$ cat src/rtl/lsfit_pkg.sv
// ----------------------------------------------------------------------------
// lsfit_pkg: shared constants and types for the least-squares line fit
// Sum widths, multiplier and divider sizes, operation codes, status codes and
// the command/status structs that join the controller and the datapath.
// ----------------------------------------------------------------------------
package lsfit_pkg;

  // Set limits and result format
  localparam int MAX_SAMPLES = 1024;
  localparam int FRAC_BITS   = 16;

  // Port widths fixed by the interface
  localparam int IN_W      = 16;
  localparam int OUT_W     = 48;
  localparam int CNT_OUT_W = 11;
  localparam int STAT_W    = 2;

  // Accumulator widths
  localparam int LG    = $clog2(MAX_SAMPLES);
  localparam int CNT_W = $clog2(MAX_SAMPLES + 1);
  localparam int SX_W  = IN_W + LG;
  localparam int SXX_W = 2 * IN_W - 1 + LG;
  localparam int SXY_W = 2 * IN_W + LG;
  localparam int PRD_W = 2 * IN_W;

  // Shift-add multiplier: A magnitude, B magnitude (serial), product
  localparam int AM_W = SXX_W;
  localparam int BM_W = SX_W;
  localparam int PM_W = AM_W + BM_W;
  localparam int ACC_W = PM_W + 1;

  // Divider: denominator, iterations, kept quotient bits
  localparam int DEN_W     = 2 * IN_W - 1 + 2 * LG;
  localparam int DIV_STEPS = ACC_W + FRAC_BITS;
  localparam int QUO_W     = OUT_W + 1;

  // Sequencer step counter
  localparam int CTR_W = $clog2(DIV_STEPS + 2);

  // Product operations; odd codes subtract from the accumulator
  localparam int OP_W = 3;
  localparam logic [OP_W-1:0] OP_N_SXX   = 3'd0;
  localparam logic [OP_W-1:0] OP_SX_SX   = 3'd1;
  localparam logic [OP_W-1:0] OP_N_SXY   = 3'd2;
  localparam logic [OP_W-1:0] OP_SX_SY   = 3'd3;
  localparam logic [OP_W-1:0] OP_SXX_SY  = 3'd4;
  localparam logic [OP_W-1:0] OP_SX_SXY  = 3'd5;

  // Fit status codes
  localparam logic [STAT_W-1:0] ST_OK    = 2'd0;
  localparam logic [STAT_W-1:0] ST_DEGEN = 2'd1;
  localparam logic [STAT_W-1:0] ST_SAT   = 2'd2;
  localparam logic [STAT_W-1:0] ST_OVF   = 2'd3;

  // Controller to datapath commands
  typedef struct packed {
    logic            take;
    logic            mul_load;
    logic            mul_step;
    logic [OP_W-1:0] op;
    logic            den_load;
    logic            div_load;
    logic            div_step;
    logic            div_save;
    logic            publish;
  } lsfit_cmd_t;

  // Datapath to controller status
  typedef struct packed {
    logic acc_zero;
  } lsfit_sts_t;

endpackage

$ cat src/rtl/least_squares_line_fit.sv
// ----------------------------------------------------------------------------
// least_squares_line_fit: least-squares straight-line fit over sample sets
// Accumulates (x, y) pairs and, on the last sample of a set, returns slope
// and intercept in signed fixed point with count and fit status.
//
//   channel | signals                                   | transaction
//   --------+-------------------------------------------+---------------------
//   in      | in_valid_i, in_ready_o, x_value_i,        | one sample pair
//           | y_value_i, last_sample_i                  |
//   out     | out_valid_o, out_ready_i, slope_o,        | one fit result
//           | intercept_o, sample_count_o, fit_status_o |
//
// Samples are taken one per cycle while idle. After the last sample the
// block is busy: six products run on one bit-serial shift-add multiplier
// and two divisions on one restoring divider. A degenerate set stops
// after the denominator check. Samples are taken again while a result
// waits on a stalled output; the next fit waits for it to drain.
// Reset clears the sums, the count and the sequencer; nothing is swept.
// ----------------------------------------------------------------------------
module least_squares_line_fit
  import lsfit_pkg::*;
(
  input  logic                    clk_i,
  input  logic                    rst_ni,
  input  logic                    in_valid_i,
  output logic                    in_ready_o,
  input  logic signed [IN_W-1:0]  x_value_i,
  input  logic signed [IN_W-1:0]  y_value_i,
  input  logic                    last_sample_i,
  output logic                    out_valid_o,
  input  logic                    out_ready_i,
  output logic signed [OUT_W-1:0] slope_o,
  output logic signed [OUT_W-1:0] intercept_o,
  output logic [CNT_OUT_W-1:0]    sample_count_o,
  output logic [STAT_W-1:0]       fit_status_o
);

  lsfit_cmd_t cmd;
  lsfit_sts_t sts;

  // Sequencer
  lsfit_ctrl u_ctrl (
    .clk_i         (clk_i),
    .rst_ni        (rst_ni),
    .in_valid_i    (in_valid_i),
    .in_ready_o    (in_ready_o),
    .last_sample_i (last_sample_i),
    .out_valid_o   (out_valid_o),
    .out_ready_i   (out_ready_i),
    .sts_i         (sts),
    .cmd_o         (cmd)
  );

  // Sums, arithmetic and result register
  lsfit_dp u_dp (
    .clk_i          (clk_i),
    .rst_ni         (rst_ni),
    .cmd_i          (cmd),
    .sts_o          (sts),
    .x_value_i      (x_value_i),
    .y_value_i      (y_value_i),
    .slope_o        (slope_o),
    .intercept_o    (intercept_o),
    .sample_count_o (sample_count_o),
    .fit_status_o   (fit_status_o)
  );

endmodule

$ cat src/rtl/lsfit_div.sv
// ----------------------------------------------------------------------------
// lsfit_div: restoring divider, one quotient bit per cycle
// Divides an unsigned numerator magnitude, followed by FRAC_BITS zero bits,
// by the denominator; truncates, applies the sign and saturates to OUT_W bits.
// ----------------------------------------------------------------------------
module lsfit_div
  import lsfit_pkg::*;
(
  input  logic                    clk_i,
  input  logic                    load_i,
  input  logic                    step_i,
  input  logic                    neg_i,
  input  logic [ACC_W-1:0]        num_i,
  input  logic [DEN_W-1:0]        den_i,
  output logic signed [OUT_W-1:0] quo_o,
  output logic                    sat_o
);

  localparam logic [OUT_W-1:0] POS_LIMIT = {1'b0, {(OUT_W - 1){1'b1}}};
  localparam logic [OUT_W-1:0] NEG_LIMIT = {1'b1, {(OUT_W - 1){1'b0}}};

  logic [ACC_W-1:0] num_q;
  logic [DEN_W-1:0] rem_q;
  logic [DEN_W-1:0] rem_d;
  logic [QUO_W-1:0] quo_q;
  logic             big_q;
  logic             neg_q;
  logic [DEN_W:0]   rem_sh;
  logic [DEN_W:0]   rem_diff;
  logic             ge;
  logic [QUO_W-1:0] quo_neg;
  logic             pos_big;
  logic             neg_big;

  // Trial subtract of the shifted partial remainder
  assign rem_sh   = {rem_q, num_q[ACC_W-1]};
  assign ge       = rem_sh >= {1'b0, den_i};
  assign rem_diff = rem_sh - {1'b0, den_i};
  assign rem_d    = ge ? rem_diff[DEN_W-1:0] : rem_sh[DEN_W-1:0];

  // Shift in numerator bits, then zeros for the fraction
  always_ff @(posedge clk_i) begin
    if (load_i) begin
      num_q <= num_i;
      rem_q <= '0;
      quo_q <= '0;
      big_q <= 1'b0;
      neg_q <= neg_i;
    end else if (step_i) begin
      num_q <= {num_q[ACC_W-2:0], 1'b0};
      rem_q <= rem_d;
      quo_q <= {quo_q[QUO_W-2:0], ge};
      big_q <= big_q | quo_q[QUO_W-1];
    end
  end

  // Clamp the magnitude to the signed output range
  assign quo_neg = ~quo_q + QUO_W'(1);
  assign pos_big = big_q | quo_q[QUO_W-1] | quo_q[QUO_W-2];
  assign neg_big = big_q | quo_q[QUO_W-1] | (quo_q[QUO_W-2] & (|quo_q[QUO_W-3:0]));

  always_comb begin
    if (neg_q) begin
      sat_o = neg_big;
      quo_o = neg_big ? NEG_LIMIT : quo_neg[OUT_W-1:0];
    end else begin
      sat_o = pos_big;
      quo_o = pos_big ? POS_LIMIT : quo_q[OUT_W-1:0];
    end
  end

endmodule

$ cat src/rtl/lsfit_dp.sv
// ----------------------------------------------------------------------------
// lsfit_dp: sums, shift-add multiplier, divider and result registers
// Accumulates count and sums per sample through a product stage, forms the
// denominator and both numerators on a shared serial multiplier and divides.
// ----------------------------------------------------------------------------
module lsfit_dp
  import lsfit_pkg::*;
(
  input  logic                     clk_i,
  input  logic                     rst_ni,
  input  lsfit_cmd_t               cmd_i,
  output lsfit_sts_t               sts_o,
  input  logic signed [IN_W-1:0]   x_value_i,
  input  logic signed [IN_W-1:0]   y_value_i,
  output logic signed [OUT_W-1:0]  slope_o,
  output logic signed [OUT_W-1:0]  intercept_o,
  output logic [CNT_OUT_W-1:0]     sample_count_o,
  output logic [STAT_W-1:0]        fit_status_o
);

  // Product stage
  logic                    st_vld_q;
  logic signed [IN_W-1:0]  st_x_q;
  logic signed [IN_W-1:0]  st_y_q;
  logic [PRD_W-1:0]        st_xx_q;
  logic signed [PRD_W-1:0] st_xy_q;
  logic signed [PRD_W-1:0] prod_xx;
  logic signed [PRD_W-1:0] prod_xy;

  // Running sums
  logic [CNT_W-1:0]        count_q;
  logic signed [SX_W-1:0]  sum_x_q;
  logic signed [SX_W-1:0]  sum_y_q;
  logic [SXX_W-1:0]        sum_xx_q;
  logic signed [SXY_W-1:0] sum_xy_q;
  logic                    ovf_q;

  // Multiplier and accumulator
  logic [SX_W-1:0]   sx_mag;
  logic [SX_W-1:0]   sy_mag;
  logic [SXY_W-1:0]  sxy_mag;
  logic [AM_W-1:0]   op_a;
  logic              op_sa;
  logic [BM_W-1:0]   op_b;
  logic              op_sb;
  logic [PM_W-1:0]   a_sh_q;
  logic [BM_W-1:0]   b_q;
  logic              neg_q;
  logic [ACC_W-1:0]  acc_q;
  logic [ACC_W-1:0]  a_ext;
  logic [ACC_W-1:0]  addend;
  logic [ACC_W-1:0]  acc_mag;

  // Fit results
  logic [DEN_W-1:0]        den_q;
  logic                    degen_q;
  logic                    sat_q;
  logic signed [OUT_W-1:0] slope_res_q;
  logic signed [OUT_W-1:0] quo;
  logic                    quo_sat;
  logic signed [OUT_W-1:0] slope_q;
  logic signed [OUT_W-1:0] icpt_q;
  logic [CNT_OUT_W-1:0]    cnt_out_q;
  logic [STAT_W-1:0]       status_q;
  logic [STAT_W-1:0]       status_d;

  // Register the sample and its products
  assign prod_xx = x_value_i * x_value_i;
  assign prod_xy = x_value_i * y_value_i;

  always_ff @(posedge clk_i or negedge rst_ni) begin
    if (!rst_ni) begin
      st_vld_q <= 1'b0;
    end else begin
      st_vld_q <= cmd_i.take;
    end
  end

  always_ff @(posedge clk_i) begin
    if (cmd_i.take) begin
      st_x_q  <= x_value_i;
      st_y_q  <= y_value_i;
      st_xx_q <= prod_xx;
      st_xy_q <= prod_xy;
    end
  end

  // Accumulate while room is left, flag extra samples, clear on publish
  always_ff @(posedge clk_i or negedge rst_ni) begin
    if (!rst_ni) begin
      count_q  <= '0;
      sum_x_q  <= '0;
      sum_y_q  <= '0;
      sum_xx_q <= '0;
      sum_xy_q <= '0;
      ovf_q    <= 1'b0;
    end else if (cmd_i.publish) begin
      count_q  <= '0;
      sum_x_q  <= '0;
      sum_y_q  <= '0;
      sum_xx_q <= '0;
      sum_xy_q <= '0;
      ovf_q    <= 1'b0;
    end else if (st_vld_q) begin
      if (count_q < CNT_W'(MAX_SAMPLES)) begin
        count_q  <= count_q + CNT_W'(1);
        sum_x_q  <= sum_x_q + SX_W'(st_x_q);
        sum_y_q  <= sum_y_q + SX_W'(st_y_q);
        sum_xx_q <= sum_xx_q + SXX_W'(st_xx_q);
        sum_xy_q <= sum_xy_q + SXY_W'(st_xy_q);
      end else begin
        ovf_q <= 1'b1;
      end
    end
  end

  // Magnitudes of the signed sums
  assign sx_mag  = sum_x_q[SX_W-1]   ? (~sum_x_q + SX_W'(1))   : sum_x_q;
  assign sy_mag  = sum_y_q[SX_W-1]   ? (~sum_y_q + SX_W'(1))   : sum_y_q;
  assign sxy_mag = sum_xy_q[SXY_W-1] ? (~sum_xy_q + SXY_W'(1)) : sum_xy_q;

  // Select the operand pair of the current product
  always_comb begin
    case (cmd_i.op)
      OP_N_SXX: begin
        op_a = sum_xx_q;               op_sa = 1'b0;
        op_b = BM_W'(count_q);         op_sb = 1'b0;
      end
      OP_SX_SX: begin
        op_a = AM_W'(sx_mag);          op_sa = 1'b0;
        op_b = sx_mag;                 op_sb = 1'b0;
      end
      OP_N_SXY: begin
        op_a = sxy_mag[AM_W-1:0];      op_sa = sum_xy_q[SXY_W-1];
        op_b = BM_W'(count_q);         op_sb = 1'b0;
      end
      OP_SX_SY: begin
        op_a = AM_W'(sy_mag);          op_sa = sum_y_q[SX_W-1];
        op_b = sx_mag;                 op_sb = sum_x_q[SX_W-1];
      end
      OP_SXX_SY: begin
        op_a = sum_xx_q;               op_sa = 1'b0;
        op_b = sy_mag;                 op_sb = sum_y_q[SX_W-1];
      end
      OP_SX_SXY: begin
        op_a = sxy_mag[AM_W-1:0];      op_sa = sum_xy_q[SXY_W-1];
        op_b = sx_mag;                 op_sb = sum_x_q[SX_W-1];
      end
      default: begin
        op_a = '0;                     op_sa = 1'b0;
        op_b = '0;                     op_sb = 1'b0;
      end
    endcase
  end

  // Add or subtract the shifted multiplicand for each set multiplier bit
  assign a_ext  = ACC_W'(a_sh_q);
  assign addend = neg_q ? (~a_ext + ACC_W'(1)) : a_ext;

  always_ff @(posedge clk_i) begin
    if (cmd_i.mul_load) begin
      a_sh_q <= PM_W'(op_a);
      b_q    <= op_b;
      // odd operations subtract from the first product of the pair
      neg_q  <= op_sa ^ op_sb ^ cmd_i.op[0];
      if (!cmd_i.op[0]) begin
        acc_q <= '0;
      end
    end else if (cmd_i.mul_step) begin
      a_sh_q <= {a_sh_q[PM_W-2:0], 1'b0};
      b_q    <= {1'b0, b_q[BM_W-1:1]};
      if (b_q[0]) begin
        acc_q <= acc_q + addend;
      end
    end
  end

  assign sts_o.acc_zero = (acc_q == '0);

  // Hold denominator and per-fit flags
  always_ff @(posedge clk_i) begin
    if (cmd_i.den_load) begin
      den_q   <= acc_q[DEN_W-1:0];
      degen_q <= (acc_q == '0);
      sat_q   <= 1'b0;
    end else if (cmd_i.div_save) begin
      sat_q <= sat_q | quo_sat;
    end
    if (cmd_i.div_save) begin
      slope_res_q <= quo;
    end
  end

  // Divide the accumulated numerator by the denominator
  assign acc_mag = acc_q[ACC_W-1] ? (~acc_q + ACC_W'(1)) : acc_q;

  lsfit_div u_div (
    .clk_i  (clk_i),
    .load_i (cmd_i.div_load),
    .step_i (cmd_i.div_step),
    .neg_i  (acc_q[ACC_W-1]),
    .num_i  (acc_mag),
    .den_i  (den_q),
    .quo_o  (quo),
    .sat_o  (quo_sat)
  );

  // Resolve status: degenerate over too many samples over saturated
  always_comb begin
    if (degen_q) begin
      status_d = ST_DEGEN;
    end else if (ovf_q) begin
      status_d = ST_OVF;
    end else if (sat_q || quo_sat) begin
      status_d = ST_SAT;
    end else begin
      status_d = ST_OK;
    end
  end

  // Load the output register
  always_ff @(posedge clk_i) begin
    if (cmd_i.publish) begin
      slope_q   <= degen_q ? '0 : slope_res_q;
      icpt_q    <= degen_q ? '0 : quo;
      cnt_out_q <= CNT_OUT_W'(count_q);
      status_q  <= status_d;
    end
  end

  assign slope_o        = slope_q;
  assign intercept_o    = icpt_q;
  assign sample_count_o = cnt_out_q;
  assign fit_status_o   = status_q;

endmodule

$ cat src/rtl/lsfit_ctrl.sv
// ----------------------------------------------------------------------------
// lsfit_ctrl: sequencer for the line fit
// Takes samples while idle and steps the datapath through up to six products,
// the denominator check, up to two divisions and the result transaction.
// ----------------------------------------------------------------------------
module lsfit_ctrl
  import lsfit_pkg::*;
(
  input  logic       clk_i,
  input  logic       rst_ni,
  input  logic       in_valid_i,
  output logic       in_ready_o,
  input  logic       last_sample_i,
  output logic       out_valid_o,
  input  logic       out_ready_i,
  input  lsfit_sts_t sts_i,
  output lsfit_cmd_t cmd_o
);

  localparam logic [2:0] S_IDLE  = 3'd0;
  localparam logic [2:0] S_DRAIN = 3'd1;
  localparam logic [2:0] S_MUL   = 3'd2;
  localparam logic [2:0] S_DEN   = 3'd3;
  localparam logic [2:0] S_DIV   = 3'd4;
  localparam logic [2:0] S_PUB   = 3'd5;

  logic [2:0]       state_q;
  logic [2:0]       state_d;
  logic [OP_W-1:0]  op_q;
  logic [OP_W-1:0]  op_d;
  logic [CTR_W-1:0] cnt_q;
  logic [CTR_W-1:0] cnt_d;
  logic             out_valid_q;
  logic             out_valid_d;
  lsfit_cmd_t       cmd;

  // Next state and commands
  always_comb begin
    state_d    = state_q;
    op_d       = op_q;
    cnt_d      = cnt_q;
    cmd        = '0;
    cmd.op     = op_q;
    in_ready_o = 1'b0;
    case (state_q)
      S_IDLE: begin
        in_ready_o = 1'b1;
        if (in_valid_i) begin
          cmd.take = 1'b1;
          if (last_sample_i) begin
            state_d = S_DRAIN;
          end
        end
      end
      S_DRAIN: begin
        // let the product stage add the final sample
        state_d = S_MUL;
        op_d    = OP_N_SXX;
        cnt_d   = '0;
      end
      S_MUL: begin
        if (cnt_q == '0) begin
          cmd.mul_load = 1'b1;
        end else begin
          cmd.mul_step = 1'b1;
        end
        if (cnt_q == CTR_W'(BM_W)) begin
          cnt_d = '0;
          if (op_q == OP_SX_SX) begin
            state_d = S_DEN;
          end else if (op_q inside {OP_SX_SY, OP_SX_SXY}) begin
            state_d = S_DIV;
          end else begin
            op_d = op_q + OP_W'(1);
          end
        end else begin
          cnt_d = cnt_q + CTR_W'(1);
        end
      end
      S_DEN: begin
        cmd.den_load = 1'b1;
        if (sts_i.acc_zero) begin
          state_d = S_PUB;
        end else begin
          state_d = S_MUL;
          op_d    = OP_N_SXY;
        end
      end
      S_DIV: begin
        if (cnt_q == '0) begin
          cmd.div_load = 1'b1;
          cnt_d        = cnt_q + CTR_W'(1);
        end else if (cnt_q == CTR_W'(DIV_STEPS + 1)) begin
          cnt_d = '0;
          if (op_q == OP_SX_SY) begin
            cmd.div_save = 1'b1;
            state_d      = S_MUL;
            op_d         = OP_SXX_SY;
          end else begin
            state_d = S_PUB;
          end
        end else begin
          cmd.div_step = 1'b1;
          cnt_d        = cnt_q + CTR_W'(1);
        end
      end
      S_PUB: begin
        // wait for the output register to free up
        if (!out_valid_q || out_ready_i) begin
          cmd.publish = 1'b1;
          state_d     = S_IDLE;
        end
      end
      default: begin
        state_d = S_IDLE;
      end
    endcase
  end

  // Hold the result until its transaction completes
  assign out_valid_d = cmd.publish | (out_valid_q & ~out_ready_i);

  always_ff @(posedge clk_i or negedge rst_ni) begin
    if (!rst_ni) begin
      state_q     <= S_IDLE;
      op_q        <= OP_N_SXX;
      cnt_q       <= '0;
      out_valid_q <= 1'b0;
    end else begin
      state_q     <= state_d;
      op_q        <= op_d;
      cnt_q       <= cnt_d;
      out_valid_q <= out_valid_d;
    end
  end

  assign out_valid_o = out_valid_q;
  assign cmd_o       = cmd;

endmodule

$ cat config.mk
export PLATFORM = sky130hd
export DESIGN_NAME = least_squares_line_fit
export DESIGN_NICKNAME = d
export VERILOG_FILES = /design/src/rtl/lsfit_pkg.sv /design/src/rtl/least_squares_line_fit.sv /design/src/rtl/lsfit_div.sv /design/src/rtl/lsfit_dp.sv /design/src/rtl/lsfit_ctrl.sv
export SDC_FILE = /design/constraint.sdc
export NUM_CORES = 2
export LEC_CHECK = 0
export BUFFER_PORTS_ARGS = -buffer_cell sky130_fd_sc_hd__clkbuf_2
export CORE_MARGIN = 2
export CORE_UTILIZATION = 55
export DETAILED_ROUTE_END_ITERATION = 12
export MAX_ROUTING_LAYER = met4
export PLACE_DENSITY = 0.71
export SLEW_MARGIN = 20
export SYNTH_ARGS = -nofsm -noshare
export SYNTH_HDL_FRONTEND = slang
export SYNTH_HIERARCHICAL = 1
export SYNTH_SLANG_ARGS = --single-unit
$ cat constraint.sdc
create_clock -name clk_i -period 15.7 [get_ports clk_i]
set_clock_uncertainty 0.1 [all_clocks]
set_input_delay 2.355 -clock clk_i [delete_from_list [all_inputs] [get_ports clk_i]]
set_output_delay 2.355 -clock clk_i [all_outputs]
set_load 0.01 [all_outputs]
; ---- After elaboration in Yosys (flattened, before gate mapping)
; Cells that the tools add are included.
[word_totals]
ff_bits = 800
elab_cells = 202
output_inout_bits = 111
[op_classes]
n_eq_ne = 25
n_lt_le_gt_ge = 2
mul = 2
n_addsub = 15
n_bitwise = 16
reduce_logical = 27
muxes = 81
[op_table]
columns = op, n
row1 = $mux 68, 8
row2 = $mux 26, 10
row3 = $mux 41, 6
row4 = $pmux 41 s4, 1
row5 = $mux 48, 3
row6 = $add 68x1->68 const B, 2
row7 = $mux 42, 3
row8 = $pmux 26 s3, 1
row9 = $add 68x68->68, 1
row10 = $logic_not 68->1, 1
row11 = $not 67->68, 1
row12 = $not 68->68, 1
row13 = $mul 16x16->32, 2
row14 = $mux 3, 18
row15 = $add 26x16->26, 2
row16 = $add 26x2->26 const B, 2
row17 = $ge 52x51->1, 1
row18 = $not 26->26, 2
row19 = $mux 51, 1
row20 = $sub 51x51->51, 1
row21 = $add 48x1->48 const B, 1
row22 = $not 48->48, 1
row23 = $reduce_or 47->1, 1
row24 = $add 42x32->42, 1
row25 = other kinds (40), 97

; ---- Depth between registers and ports, before layout
[depth]
ltp_word = 7
depth_mapped = 26
ltp_nobuf = 24

; ---- By module
; The synthesis kept the hierarchy.
[by_module_without_submodules]
columns = module, area_per_inst_um2, instances, seq_area_each_um2, cells_per_inst
row1 = lsfit_dp, 56995.9, 1, 17426.7, 6028
row2 = lsfit_div, 11668.7, 1, 4093.9, 1354
row3 = lsfit_ctrl, 1048.5, 1, 350.3, 126

; ---- Worst setup path after synthesis
; Ideal clock, no wire load.
[synth_timing]
path_kind = input-to-reg
from = input port out_ready_i
to = register u_dp.sum_xx_q[36]
slack_ns = 6.877
setup_ns = 0.125
arrival_ns = 8.598
stages = 7
cell_sequence = nor2b_1 > nor2_1 > nor2_1 > nor2_1 > o211ai_1 > o31ai_1 > mux2_2
[synth_lines]
columns = item, line_no
row1 = from (decl), least_squares_line_fit.sv:31  ; input logic out_ready_i,
row2 = to (signal assigned), lsfit_dp.sv:109  ; sum_xx_q <= sum_xx_q + SXX_W'(st_xx_q);
row3 = to (decl), lsfit_dp.sv:34  ; logic [SXX_W-1:0] sum_xx_q;

; ---- Worst setup path in the final report
[layout_timing]
from = input port x_value_i[8]
to = register u_dp.st_xx_q[25], data pin
[layout_via]
elab_chain_cells = 1
[layout_lines]
columns = item, line_no
row1 = from (decl), least_squares_line_fit.sv:27  ; input logic signed [IN_W-1:0] x_value_i,
row2 = $mul 16x16->32, lsfit_dp.sv:68  ; assign prod_xx = x_value_i * x_value_i;
row3 = named net u_dp.prod_xx[25], lsfit_dp.sv:27  ; logic signed [PRD_W-1:0] prod_xx;
row4 = to (signal assigned), lsfit_dp.sv:83  ; st_xx_q <= prod_xx;
row5 = to (decl), lsfit_dp.sv:25  ; logic [PRD_W-1:0] st_xx_q;
; The timed path passes the listed nets, and every way through them passes these cells.
; A chain may end at the register's enable or synchronous reset.

==> impl_metrics.yaml <==
global_routing:
  grt_pass1_wl_um: 307000
  grt_pass1_vias: 54400
  grt.overflow.total: 0
  antenna_found_initial: 2
  grt_max_degree: 131
  grtUsageTotal_pct: 30.7
logic_synthesis:
  yosysTopAreaCell: "edfxtp_1"
  yosysWarnings: 6
  syn_nets: 8472
  ys_top_cells_by_area: "edfxtp_1 (22%), fa_1 (14%), ha_1 (7.7%)"
  synth.distinct_cells: 101
  ys.flop_type: "edfxtp_1"
  synth_edf_count: 508
  syn_avg_cell_area_um2: 9.29
  synth.top_cell.area_share_pct: 21.9
  ys_seq_area_share_pct: 31.4
  ys_ff_latch: 798
  syn_area_um2: 69700
  async_reset_ff_share_pct: 20.3
  syn_inst: 7508
timing:
  worstMarginPinSlew_ps: 1120
  hold_viol: 0
  slew_viol_final: 0
  layout_setup_ws_ps: 6910
  whs_ps: 380
  finalCriticalPeriod_ps: 8790
  fin_setup_tns_ps: 0
  fmax_mhz: 114
  max_slew_margin_pct: 24.6
  finalSetupViolations: 0
  rsz0062_at_grt: "false"
  period_share_pct: 56.0
routing:
  dr_wl_met3_um: 11300
  met1_length_um: 81100
  wl_per_cell_um: 21.2
  dr_wl_met2_um: 93600
  highest_layer: "met4"
  first_iter_violations: 4703
  vias: 55100
  drtAntennaViolNets: 0
  drc: 0
  routed_wl_um: 194000
  drt-vias-per-instance: 6.00
  drtPass1Iterations: 6
setup_path:
  crit_end: "u_dp/st_xx_q[25]$_DFFE_PP_"
  worst_setup_path_end_kind: "flop"
  arrival_ps: 9120
  rr_endpoint: "u_dp/acc_q[65]$_SDFFCE_PP0P_"
  r2r_cells: 16
  rrSetupSlack_ps: 9160
  cp.required_ps: 16030
  crit_fanout: 31
  startpoint_type: "primary input"
  crit_path_start: "x_value_i[8]"
  r2r_start: "u_dp/a_sh_q[3]$_DFFE_PP_"
  crit_type: "in2reg"
clock_tree:
  cts_tree: "yes"
  cts_root_buf: "clkbuf_16"
  postCtsHoldBufs: 0
  clkTransAtPathRegs_ps: 60
  clock_path_buffers: 3
  numCtsBuffers: 89
  clk_latency_ps: 750
  cts_resized: 0
  cts_max_level: 3
  numClockSinks: 798
  cts_setup_buffers: 0
cells_and_area:
  drive_above_1_share_pct: 6.75
  final_util_pct: 59.5
  layoutNonFillerInstCount: 9179
  stdcell_area_um2: 74800
  seqCellArea_um2: 21900
  nets: 8417
  syn2layout_area_growth_pct: 7.27
  multi_input_area_um2: 43500
  fillers: 10900
job:
  cap_violations: 0
placement:
  place.port_buffers: 147
  pre_cts_ws_ps: 6180
  gp_congestion: 1.01
  placed_cell_area_um2: 71700
  hpwl_um: 146000
  placedCellCount: 9012
floorplanning:
  rows: 130
  core_area_um2: 126000
  die_y_um: 360
  initial_core_util_pct: 55.4
  io_pins: 148
  die_w_um: 360
  fp.dieArea_um2: 130000
power_and_ir_drop:
  leakagePower_nw: 33.7
  power_mw: 12.3
  vdd_ir_drop_max_uv: 267
  power.density_nw_per_um2: 165
worst_hold_path:
  hold_path_class: "reg2reg"
status:
  outcome: "finished, final reports clean"
-- logic make-up after synthesis --
| group | synth area share, % |
|---|---|
| and+or+nand+nor | 15.6 |
| adders and majority gates | 22.0 |
| xor gates and xnor gates | 5.97 |
| buffers and inverters | 6.37 |
| DFF | 31.4 |
| AOI/OAI and AO/OA | 15.6 |
| muxes | 3.09 |
-- per-layer routing --
metal / up-vias / global-route usage [%]
li1: 26000 / -
met1: 26900 / 39.0
met2: 1821 / 50.5
met3: 370 / 3.10
met4: 0 / 12.4
met5: - / -
-- area by class of cell --
cell class | count | area share [%]
Clock inverter | 55 | 0.937
Sequential cell | 798 | 29.2
Antenna cell | 1 | 0.00335
Inverter | 828 | 4.16
Multi-Input combinational cell | 5532 | 58.2
Timing Repair Buffer | 204 | 1.58
Clock buffer | 111 | 3.16
Tap cell | 1650 | 2.76
-- registers in the layout (all words and copies together) (netlist names), 7 cells and up --
name and cells:
u_dp/slope_res_q 48, u_dp/st_x_q 16, u_dp/intercept_o 48, u_dp/b_q 26, u_dp/slope_o 48, u_ctrl/cnt_q 7, u_dp/sum_xy_q 42, u_dp/u_div/quo_q 49
u_dp/st_xx_q 30, u_dp/sum_xx_q 41, u_dp/a_sh_q 67, u_dp/sample_count_o 11, u_dp/den_q 51, u_dp/st_xy_q 32, u_dp/st_y_q 16, u_dp/u_div/num_q 68
u_dp/count_q 11, u_dp/u_div/rem_q 51, u_dp/sum_y_q 26, u_dp/acc_q 68, u_dp/sum_x_q 26
-- cells in the mapped netlist, drive strengths merged, types with 11 or more instances --
library cell,number
nand2,742
o21ai,345
nor2,534
a211o,15
a21oi,468
or2,23
nor2b,136
a31oi,47
a311oi,22
dfrtp,162
o21a,54
o31ai,85
o2bb2ai,22
nand4,93
o41ai,33
a221oi,14
edfxtp,508
inv,827
o211ai,43
buf,26
fa,500
or4,48
clkbuf,324
o221ai,11
a21boi,15
mux2,80
o21bai,47
and3,51
and2,182
or3,75
o311ai,23
dfxtp,128
o22ai,36
nor4,29
nand2b,53
xnor2,317
ha,427
a211oi,88
a21o,160
mux2i,125
nor3,137
xor2,158
a22o,18
nand3,109
a41oi,12
-- cell usage in the layout (no fill, tap or decap), types with 36 or more instances in the layout --
cell type,synthesis,final
mux2i_1,125,125
a21oi_1,468,468
xnor2_1,317,317
nor2_1,534,526
a31oi_1,46,46
a211oi_1,88,88
edfxtp_1,508,508
or4_1,43,43
ha_1,427,427
a21o_1,160,160
o21a_1,54,54
nand4_1,93,93
nor3_1,136,136
inv_1,824,824
o21ai_0,330,329
o21bai_1,47,47
buf_4,1,56
nand3_1,109,109
nand2_1,740,738
o22ai_1,36,36
mux2_2,79,79
nand2b_1,53,52
fa_1,500,500
and2_1,180,178
dfxtp_1,128,128
o31ai_1,83,83
clkbuf_2,0,146
dfrtp_1,162,162
or3_1,75,75
and3_1,51,51
clkbuf_16,0,90
xor2_1,158,158
o211ai_1,43,43
nor2b_1,136,135
-- worst min-delay path by stage --
| stage | endpoint | startpoint | depth (start not counted) |
|---|---|---|---|
| after global placement | u_dp/sat_q$_SDFFE_PP0P_ | u_dp/sat_q$_SDFFE_PP0P_ | 2 |
| after global routing | u_dp/sat_q$_SDFFE_PP0P_ | u_dp/sat_q$_SDFFE_PP0P_ | 2 |
| after CTS | u_dp/sat_q$_SDFFE_PP0P_ | u_dp/sat_q$_SDFFE_PP0P_ | 2 |
| final | u_dp/sat_q$_SDFFE_PP0P_ | u_dp/sat_q$_SDFFE_PP0P_ | 2 |
| after floorplan | u_dp/sat_q$_SDFFE_PP0P_ | u_dp/sat_q$_SDFFE_PP0P_ | 2 |
| after detailed placement | u_dp/sat_q$_SDFFE_PP0P_ | u_dp/sat_q$_SDFFE_PP0P_ | 2 |
-- report_power, final --
group,internal [mW],leakage [nW],total [mW],switching [mW]
registers,2.62,8.13,2.62,0.00000000000000000473
logic,3.13,24.1,7.50,4.37
clock network,1.25,1.46,2.19,0.938
total,7.00,33.7,12.3,5.31
-- worst max-delay path, cell delays in order --
cell	delay [ps]
clkbuf_2	650
nand2_1	200
fa_1	540
inv_1	50
fa_1	510
inv_1	50
fa_1	470
inv_1	50
fa_1	500
fa_1	550
inv_1	60
fa_1	520
inv_1	40
ha_1	350
a21o_1	220
a211o_1	300
o21ai_0	230
o311ai_0	290
a21oi_1	210
nor2b_1	70
o41ai_1	500
mux2i_1	270
nand3_1	100
No activity file was read; power rests on OpenSTA's default activity.
